[config.mk]
export PLATFORM = sky130hd
export DESIGN_NAME = rc_pulse_width_capture_unit_flat
export DESIGN_NICKNAME = d
export VERILOG_FILES = /design/src/hw/rtl/rcpw_pkg.sv /design/src/hw/rtl/rcpw_if.sv /design/src/hw/rtl/rc_pulse_width_capture_unit.sv /design/src/flat_wrapper.sv
export SDC_FILE = /design/constraint.sdc
export NUM_CORES = 2
export LEC_CHECK = 0
export BUFFER_PORTS_ARGS = -buffer_cell sky130_fd_sc_hd__buf_4
export CAP_MARGIN = 20
export CORE_ASPECT_RATIO = 0.75
export CORE_MARGIN = 4
export CORE_UTILIZATION = 40
export CTS_BUF_LIST = sky130_fd_sc_hd__clkbuf_16
export DETAILED_ROUTE_END_ITERATION = 8
export GPL_ROUTABILITY_DRIVEN = 1
export GPL_TIMING_DRIVEN = 0
export PLACE_DENSITY = 0.65
export SETUP_SLACK_MARGIN = 0.4
export SYNTH_ARGS = -nofsm -noshare
export SYNTH_HDL_FRONTEND = slang
export SYNTH_SLANG_ARGS = --single-unit
[constraint.sdc]
create_clock -name clk -period 16.9 [get_ports clk]
set_input_delay 2.535 -clock clk [delete_from_list [all_inputs] [get_ports clk]]
set_output_delay 2.535 -clock clk [all_outputs]
set_load 0.05 [all_outputs]
[src/hw/rtl/rcpw_pkg.sv]
// Package for the RC pulse width capture unit.
// Holds field widths, register indexes, reset values and window helpers.
// No dependencies; compiled first.
`timescale 1ns / 1ps

package rcpw_pkg;

  // Payload and register widths
  localparam int PIN_W      = 8;
  localparam int STAMP_W    = 32;
  localparam int CHAN_SEL_W = 3;
  localparam int WIDTH_W    = 16;
  localparam int CFG_IDX_W  = 3;
  localparam int CFG_DATA_W = 16;

  // Default number of watched channels
  localparam int NUM_CHANNELS_DEF = 8;

  // Configuration register indexes
  typedef enum logic [CFG_IDX_W-1:0] {
    REG_CHANNEL_ENABLE = 3'd0,
    REG_MIN_OFF_WIDTH  = 3'd1,
    REG_MAX_OFF_WIDTH  = 3'd2,
    REG_MIN_ON_WIDTH   = 3'd3,
    REG_MAX_ON_WIDTH   = 3'd4
  } cfg_reg_t;

  // Register reset values
  localparam logic [PIN_W-1:0]   ENABLE_RST  = 8'h0F;
  localparam logic [WIDTH_W-1:0] MIN_OFF_RST = 16'd3000;
  localparam logic [WIDTH_W-1:0] MAX_OFF_RST = 16'd25000;
  localparam logic [WIDTH_W-1:0] MIN_ON_RST  = 16'd750;
  localparam logic [WIDTH_W-1:0] MAX_ON_RST  = 16'd2250;

  // Good width after reset: channel 0 centered low, channels 1 to 3 at mid stick
  localparam logic [WIDTH_W-1:0] WIDTH_CH0_RST = 16'd1000;
  localparam logic [WIDTH_W-1:0] WIDTH_MID_RST = 16'd1500;
  localparam int                 MID_LAST_CH   = 3;

  function automatic logic [WIDTH_W-1:0] good_width_rst(input int ch);
    logic [WIDTH_W-1:0] val;
    val = '0;
    if (ch == 0) begin
      val = WIDTH_CH0_RST;
    end else if (ch <= MID_LAST_CH) begin
      val = WIDTH_MID_RST;
    end
    return val;
  endfunction

  // True when a wrapped time difference lies in [lo, hi]
  function automatic logic in_window(input logic [STAMP_W-1:0] t,
                                     input logic [WIDTH_W-1:0] lo,
                                     input logic [WIDTH_W-1:0] hi);
    logic upper_zero;
    upper_zero = (t[STAMP_W-1:WIDTH_W] == '0);
    return upper_zero && (t[WIDTH_W-1:0] >= lo) && (t[WIDTH_W-1:0] <= hi);
  endfunction

endpackage

[src/hw/rtl/rcpw_if.sv]
// Valid/ready channel interfaces for the RC pulse width capture unit.
// Depends on rcpw_pkg for payload widths.
`timescale 1ns / 1ps

interface rcpw_in_if;
  import rcpw_pkg::*;

  logic                  valid;
  logic                  ready;
  logic [PIN_W-1:0]      pin_levels;
  logic [STAMP_W-1:0]    now_us;
  logic [CHAN_SEL_W-1:0] read_channel;

  modport source (output valid, output pin_levels, output now_us, output read_channel,
                  input ready);
  modport sink   (input valid, input pin_levels, input now_us, input read_channel,
                  output ready);
endinterface

interface rcpw_out_if;
  import rcpw_pkg::*;

  logic               valid;
  logic               ready;
  logic [WIDTH_W-1:0] read_width;
  logic [PIN_W-1:0]   updated_mask;

  modport source (output valid, output read_width, output updated_mask, input ready);
  modport sink   (input valid, input read_width, input updated_mask, output ready);
endinterface

[src/hw/rtl/rc_pulse_width_capture_unit.sv]
// RC receiver pulse width capture unit, top level.
// Depends on rcpw_pkg and the channel interfaces in rcpw_if.sv.
//
// Usage:
//   in_item carries one pin sample per item: pin levels, a microsecond
//   timestamp and the channel to read back. out_item returns one result per
//   accepted item: the chosen channel's last good width (after this sample's
//   updates) and a mask of channels whose width was stored by this sample.
//   cfg_write/cfg_index/cfg_data write the enable mask and the four window
//   limits; write them only while no item is in flight.
// Timing:
//   Edge detection, window checks and state update happen in the cycle an
//   item is accepted; its result sits in the output register in the cycle
//   after. One item per cycle is sustained while out_item.ready is high, set
//   by the single result register between the per-channel lanes and out_item.
// Reset and stall:
//   rst clears all stamps, arm flags and previous levels, loads the default
//   widths and window limits, and empties the output register. While out_item
//   holds a result that is not taken, in_item.ready is low and the result holds.
`timescale 1ns / 1ps

module rc_pulse_width_capture_unit #(
  parameter int NUM_CHANNELS = rcpw_pkg::NUM_CHANNELS_DEF
) (
  input  logic                                clk,
  input  logic                                rst,
  rcpw_in_if.sink                             in_item,
  rcpw_out_if.source                          out_item,
  input  logic                                cfg_write,
  input  logic [rcpw_pkg::CFG_IDX_W-1:0]      cfg_index,
  input  logic [rcpw_pkg::CFG_DATA_W-1:0]     cfg_data
);
  import rcpw_pkg::*;

  // Configuration registers
  logic [PIN_W-1:0]   channel_enable_mask;
  logic [WIDTH_W-1:0] min_off_width;
  logic [WIDTH_W-1:0] max_off_width;
  logic [WIDTH_W-1:0] min_on_width;
  logic [WIDTH_W-1:0] max_on_width;

  // Per-channel state
  logic [PIN_W-1:0]   previous_levels;
  logic [STAMP_W-1:0] rise_stamp      [NUM_CHANNELS];
  logic [STAMP_W-1:0] fall_stamp      [NUM_CHANNELS];
  logic               armed_flag      [NUM_CHANNELS];
  logic [WIDTH_W-1:0] good_width      [NUM_CHANNELS];
  logic [STAMP_W-1:0] rise_stamp_next [NUM_CHANNELS];
  logic [STAMP_W-1:0] fall_stamp_next [NUM_CHANNELS];
  logic               armed_flag_next [NUM_CHANNELS];
  logic [WIDTH_W-1:0] good_width_next [NUM_CHANNELS];

  // Result register
  logic               out_valid;
  logic [WIDTH_W-1:0] read_width;
  logic [PIN_W-1:0]   updated_mask;
  logic [WIDTH_W-1:0] read_width_next;
  logic [PIN_W-1:0]   updated_mask_next;

  logic               accept;
  logic [PIN_W-1:0]   changed;

  // Take a new item whenever the result register is empty or being drained
  assign in_item.ready = !out_valid || out_item.ready;
  assign accept        = in_item.valid && in_item.ready;

  assign out_item.valid        = out_valid;
  assign out_item.read_width   = read_width;
  assign out_item.updated_mask = updated_mask;

  assign changed = (in_item.pin_levels ^ previous_levels) & channel_enable_mask;

  // Per-channel lanes: handle rises and falls independently
  always_comb begin
    logic [STAMP_W-1:0] off_time;
    logic [STAMP_W-1:0] on_time;
    updated_mask_next = '0;
    for (int i = 0; i < NUM_CHANNELS; i++) begin
      off_time           = in_item.now_us - fall_stamp[i];
      on_time            = in_item.now_us - rise_stamp[i];
      rise_stamp_next[i] = rise_stamp[i];
      fall_stamp_next[i] = fall_stamp[i];
      armed_flag_next[i] = armed_flag[i];
      good_width_next[i] = good_width[i];
      if (changed[i]) begin
        if (in_item.pin_levels[i]) begin
          // Rise: arm only after a plausible off time
          rise_stamp_next[i] = in_item.now_us;
          armed_flag_next[i] = in_window(off_time, min_off_width, max_off_width);
        end else begin
          // Fall: store the pulse if armed and in range
          fall_stamp_next[i] = in_item.now_us;
          if (armed_flag[i] && in_window(on_time, min_on_width, max_on_width)) begin
            good_width_next[i]   = on_time[WIDTH_W-1:0];
            armed_flag_next[i]   = 1'b0;
            updated_mask_next[i] = 1'b1;
          end
        end
      end
    end
  end

  // Read back the chosen channel after this sample's updates
  always_comb begin
    read_width_next = '0;
    for (int i = 0; i < NUM_CHANNELS; i++) begin
      if (in_item.read_channel == CHAN_SEL_W'(i)) begin
        read_width_next = good_width_next[i];
      end
    end
  end

  // Configuration writes; unknown indexes are dropped
  always_ff @(posedge clk) begin
    if (rst) begin
      channel_enable_mask <= ENABLE_RST;
      min_off_width       <= MIN_OFF_RST;
      max_off_width       <= MAX_OFF_RST;
      min_on_width        <= MIN_ON_RST;
      max_on_width        <= MAX_ON_RST;
    end else if (cfg_write) begin
      case (cfg_index)
        REG_CHANNEL_ENABLE: channel_enable_mask <= cfg_data[PIN_W-1:0];
        REG_MIN_OFF_WIDTH:  min_off_width       <= cfg_data[WIDTH_W-1:0];
        REG_MAX_OFF_WIDTH:  max_off_width       <= cfg_data[WIDTH_W-1:0];
        REG_MIN_ON_WIDTH:   min_on_width        <= cfg_data[WIDTH_W-1:0];
        REG_MAX_ON_WIDTH:   max_on_width        <= cfg_data[WIDTH_W-1:0];
        default: begin
        end
      endcase
    end
  end

  // Advance channel state on each accepted item
  always_ff @(posedge clk) begin
    if (rst) begin
      previous_levels <= '0;
      for (int i = 0; i < NUM_CHANNELS; i++) begin
        rise_stamp[i] <= '0;
        fall_stamp[i] <= '0;
        armed_flag[i] <= 1'b0;
        good_width[i] <= good_width_rst(i);
      end
    end else if (accept) begin
      previous_levels <= in_item.pin_levels;
      for (int i = 0; i < NUM_CHANNELS; i++) begin
        rise_stamp[i] <= rise_stamp_next[i];
        fall_stamp[i] <= fall_stamp_next[i];
        armed_flag[i] <= armed_flag_next[i];
        good_width[i] <= good_width_next[i];
      end
    end
  end

  // Result register: load on accept, drop when taken
  always_ff @(posedge clk) begin
    if (rst) begin
      out_valid <= 1'b0;
    end else if (accept) begin
      out_valid <= 1'b1;
    end else if (out_item.ready) begin
      out_valid <= 1'b0;
    end
  end

  always_ff @(posedge clk) begin
    if (accept) begin
      read_width   <= read_width_next;
      updated_mask <= updated_mask_next;
    end
  end

endmodule
[src/flat_wrapper.sv]
// flat-port wrapper written by rule: the top's interface ports become plain ports
module rc_pulse_width_capture_unit_flat import rcpw_pkg::*;
#(
  parameter int NUM_CHANNELS = rcpw_pkg::NUM_CHANNELS_DEF
)
  (clk, rst, cfg_write, cfg_index, cfg_data, in_item_valid, in_item_pin_levels, in_item_now_us, in_item_read_channel, in_item_ready, out_item_valid, out_item_read_width, out_item_updated_mask, out_item_ready);
  rcpw_in_if in_item_i ();
  rcpw_out_if out_item_i ();
  input  logic clk;
  input  logic rst;
  input  logic cfg_write;
  input  logic [rcpw_pkg::CFG_IDX_W-1:0] cfg_index;
  input  logic [rcpw_pkg::CFG_DATA_W-1:0] cfg_data;
  input wire logic [$bits(in_item_i.valid)-1:0] in_item_valid;
  input wire logic [$bits(in_item_i.pin_levels)-1:0] in_item_pin_levels;
  input wire logic [$bits(in_item_i.now_us)-1:0] in_item_now_us;
  input wire logic [$bits(in_item_i.read_channel)-1:0] in_item_read_channel;
  output wire logic [$bits(in_item_i.ready)-1:0] in_item_ready;
  output wire logic [$bits(out_item_i.valid)-1:0] out_item_valid;
  output wire logic [$bits(out_item_i.read_width)-1:0] out_item_read_width;
  output wire logic [$bits(out_item_i.updated_mask)-1:0] out_item_updated_mask;
  input wire logic [$bits(out_item_i.ready)-1:0] out_item_ready;
  assign in_item_i.valid = in_item_valid;
  assign in_item_i.pin_levels = in_item_pin_levels;
  assign in_item_i.now_us = in_item_now_us;
  assign in_item_i.read_channel = in_item_read_channel;
  assign in_item_ready = in_item_i.ready;
  assign out_item_valid = out_item_i.valid;
  assign out_item_read_width = out_item_i.read_width;
  assign out_item_updated_mask = out_item_i.updated_mask;
  assign out_item_i.ready = out_item_ready;
  rc_pulse_width_capture_unit #(.NUM_CHANNELS(NUM_CHANNELS)) u_core (.clk(clk), .rst(rst), .in_item(in_item_i), .out_item(out_item_i), .cfg_write(cfg_write), .cfg_index(cfg_index), .cfg_data(cfg_data));
endmodule
==> results_dict.tcl <==
set metrics [dict create \
    peakVddDrop_uv 73.3 \
    p_leak_nw 31.6 \
    finalSetupViolCount 0 \
    first_pass_iters 6 \
    instances_no_fill 9945 \
    die_w_um 480 \
    clock_skew_ns 0.0338 \
    antenna_found_initial 30 \
    grt.total_usage 0.300 \
    vias 61800 \
    wl_met3_um 34400 \
    fmaxAchievable_ghz 0.0912 \
    yosysUniqueCellTypes 101 \
    slowest_stage "nor4_2" \
    synth_seq_cells 753 \
    wl_per_cell_um 27.4 \
    gp_congestion 0.977 \
    num_rows 129 \
    critPathCaptureType "register" \
    synthFlopType "edfxtp_1" \
    cts-root-buf "clkbuf_16" \
    yosys_warnings 0 \
    clockBufferDepth 3 \
    synth.net_count 8484 \
    wl_met1_um 122000 \
    ant_nets 0 \
    ioPinCount 93 \
    crit_path_start_kind "input port" \
    start_util 0.404 \
    grt-ovfl-total 0 \
    wl_met2_um 107000 \
    rsz0062_at_grt "false" \
    grt_max_degree 55 \
    drv_cap 0 \
    insertion_delay_ns 0.74 \
    viasPerCell 6.21 \
    fin_ws_ns 5.93 \
    dpl_worst_slack_ns 5.45 \
    die_y_um 362 \
    port_buffers 87 \
    n_fill_cell 16000 \
    worstPathMaxFanout 32 \
    tightest_slew_ns 1.32 \
    fin_crit_sh 0.649 \
    maxSlewViolCount 0 \
    clk_pin_slew_worst_paths_ns 0.06 \
    synth_top_area_share 0.302 \
    synth_area_leader_cell "edfxtp_1" \
    synth-edff-count 672 \
    netlist_instances 7393 \
    drtIter0Drc 8345 \
    grt_pass1_vias 55100 \
    cp.required_ns 17.36 \
    drt-total-wl_um 273000 \
    placed_cells 9756 \
    cts_resized 0 \
    maxSlewHeadroom 0.112 \
    postLayoutCoreUtil 0.448 \
    tritoncts "yes" \
    cpPeakStageDelay_ns 0.81 \
    drc 0 \
    crit_chain "buf_4 -> ha_1 -> nor2b_1 -> o31a_1 -> o21a_1 -> o211ai_1 -> nand2_1 -> xor2_1 -> ha_1 -> o221ai_1 -> a211o_1 -> or4_1 -> a2111oi_0 -> o2111ai_1 -> a2111oi_0 -> nand4_1 -> nor4_2 -> nand2_1 -> buf_2 -> mux2i_1 -> mux2i_1 -> a211o_1" \
    arrival_ns 11.43 \
    crit_type "input port to register" \
    area_growth_pct 11.0 \
    synth_area_per_cell_um2 9.05 \
    worstHoldPathType "register to register" \
    status "complete, no violations" \
    grt_pass1_wl_um 383000 \
    finalHoldViolCount 0 \
    yosys-top-cells-area "edfxtp_1 30%, ha_1 19%, a21oi_1 4.6%" \
    finalCriticalPeriod_ns 10.97 \
    dieArea_mm2 0.174 \
    layout.nets 8715 \
    layout-drive-gt1-share 0.0520 \
    htree_levels 3 \
    power-per-cell-area_mw_per_mm2 90.6 \
    holdBufCountCts 0 \
    clock_sinks 753 \
    synth_area_mm2 0.0669 \
    yosysSeqAreaShare 0.326 \
    post_cts_buffers 0 \
    top_layer_used "met5" \
    fp.coreArea_mm2 0.166 \
    total_power_mw 6.73 \
    cts_buffers 87 \
    dp_hpwl_um 205000 \
    async_flop_share 0 \
    tns_ns 0 \
]
-- worst paths after layout --
check,start,to,slack (ns),cells after the start
worst min-delay path,u_core.max_on_width[2],u_core.max_on_width[2],0.46,2
worst min register to register,u_core.max_on_width[2],u_core.max_on_width[2],0.46,2
worst max register to register,u_core.rise_stamp[7][0],u_core.out_item.read_width[14],8.06,24
worst max-delay path,in_item_now_us[1],u_core.out_item.read_width[14],5.93,22
-- metal layers --
layer,vias up,track usage
met3,474,0.0843
li1,27900,-
met1,29900,0.446
met5,-,0
met4,4,0.0947
met2,3581,0.414
-- worst max-delay path, delay by kind of cell --
family	cells	cell delay (ns)
XOR/XNOR	1	0.71
buffers and inverters	2	1.06
AO/OA/AOI/OAI	9	3.41
adder cells (fa/ha/maj)	2	0.83
AND/OR/NAND/NOR	6	2.40
multiplexers	2	0.42
-- area by class of cell --
cell class,count,area (um2),area share
Clock inverter,74,586,0.00788
Multi-Input combinational cell,5738,41800,0.563
Clock buffer,89,2230,0.0300
Antenna cell,20,50.0,0.000674
Sequential cell,753,21800,0.294
Timing Repair Buffer,142,1590,0.0214
Tap cell,2227,2790,0.0375
Inverter,727,2730,0.0367
Buffer,175,693,0.00933
-- report_power, final --
part | internal [mW] | leakage (nW) | switching, mW
logic | 0.917 | 22.6 | 1.65
registers | 2.15 | 7.52 | 0.0368
clock network | 1.07 | 1.43 | 0.902
-- state kept, by name, indices dropped and copies added (netlist names), 16 cells and up --
register,cells
u_core.fall_stamp,256
u_core.good_width,128
u_core.max_off_width,16
u_core.max_on_width,16
u_core.min_off_width,16
u_core.min_on_width,16
u_core.out_item.read_width,16
u_core.rise_stamp,256
-- cells by family (layout without fill, tap and decap cells) --
family | Yosys count | after routing | synth area share
AOI/OAI and AO/OA | 2080 | 2080 | 0.201
xor gates and xnor gates | 298 | 298 | 0.0390
adders and majority gates | 1024 | 1024 | 0.193
buffers and inverters | 902 | 1207 | 0.0511
DFF | 753 | 753 | 0.326
muxes | 197 | 197 | 0.0312
other | 0 | 20 | 0
and+or+nand+nor | 2139 | 2139 | 0.158
-- cells in the final DEF (no fill, tap or decap), types with 128 or more instances in the layout --
| cell | instances |
|---|---|
| edfxtp_1 | 672 |
| o21ai_0 | 392 |
| a21o_1 | 245 |
| a21oi_1 | 620 |
| xnor2_1 | 195 |
| clkbuf_1 | 153 |
| nor2_1 | 531 |
| nand4_1 | 134 |
| nor2b_1 | 148 |
| inv_1 | 738 |
| ha_1 | 1008 |
| mux2i_1 | 169 |
| nor3_1 | 128 |
| nand3_1 | 157 |
| nand2_1 | 552 |
| o21a_1 | 131 |
-- cells in the mapped netlist (all sizes together) (27+ instances only) --
cell type and count:
o21ai 402, nor2b 153, mux2i 169, nand2 557, o31ai 27, nand3 158, and2 45, o2111ai 34
a2111oi 37, o22ai 33, xnor2 195, nand2b 123, nor4 50, dfxtp 81, inv 727, clkbuf 154
and3 116, nand4 135, nor3 129, a21oi 620, edfxtp 672, o21a 131, a21o 245, nor2 533
a211oi 79, a31oi 48, o21bai 47, o211ai 108, a21boi 40, ha 1008, xor2 103, or3 34
-- per-stage QoR --
| stage | area [um2] | hold slack (ns) |
|---|---|---|
| global placement | 70300 | 0.443 |
| global route | 74200 | 0.473 |
| detailed placement | 71300 | 0.446 |
| finish | 74300 | 0.457 |
| floorplan | 66900 | 0.436 |
| CTS | 74100 | 0.457 |
Note: power is estimated with default switching activity, not from simulation.
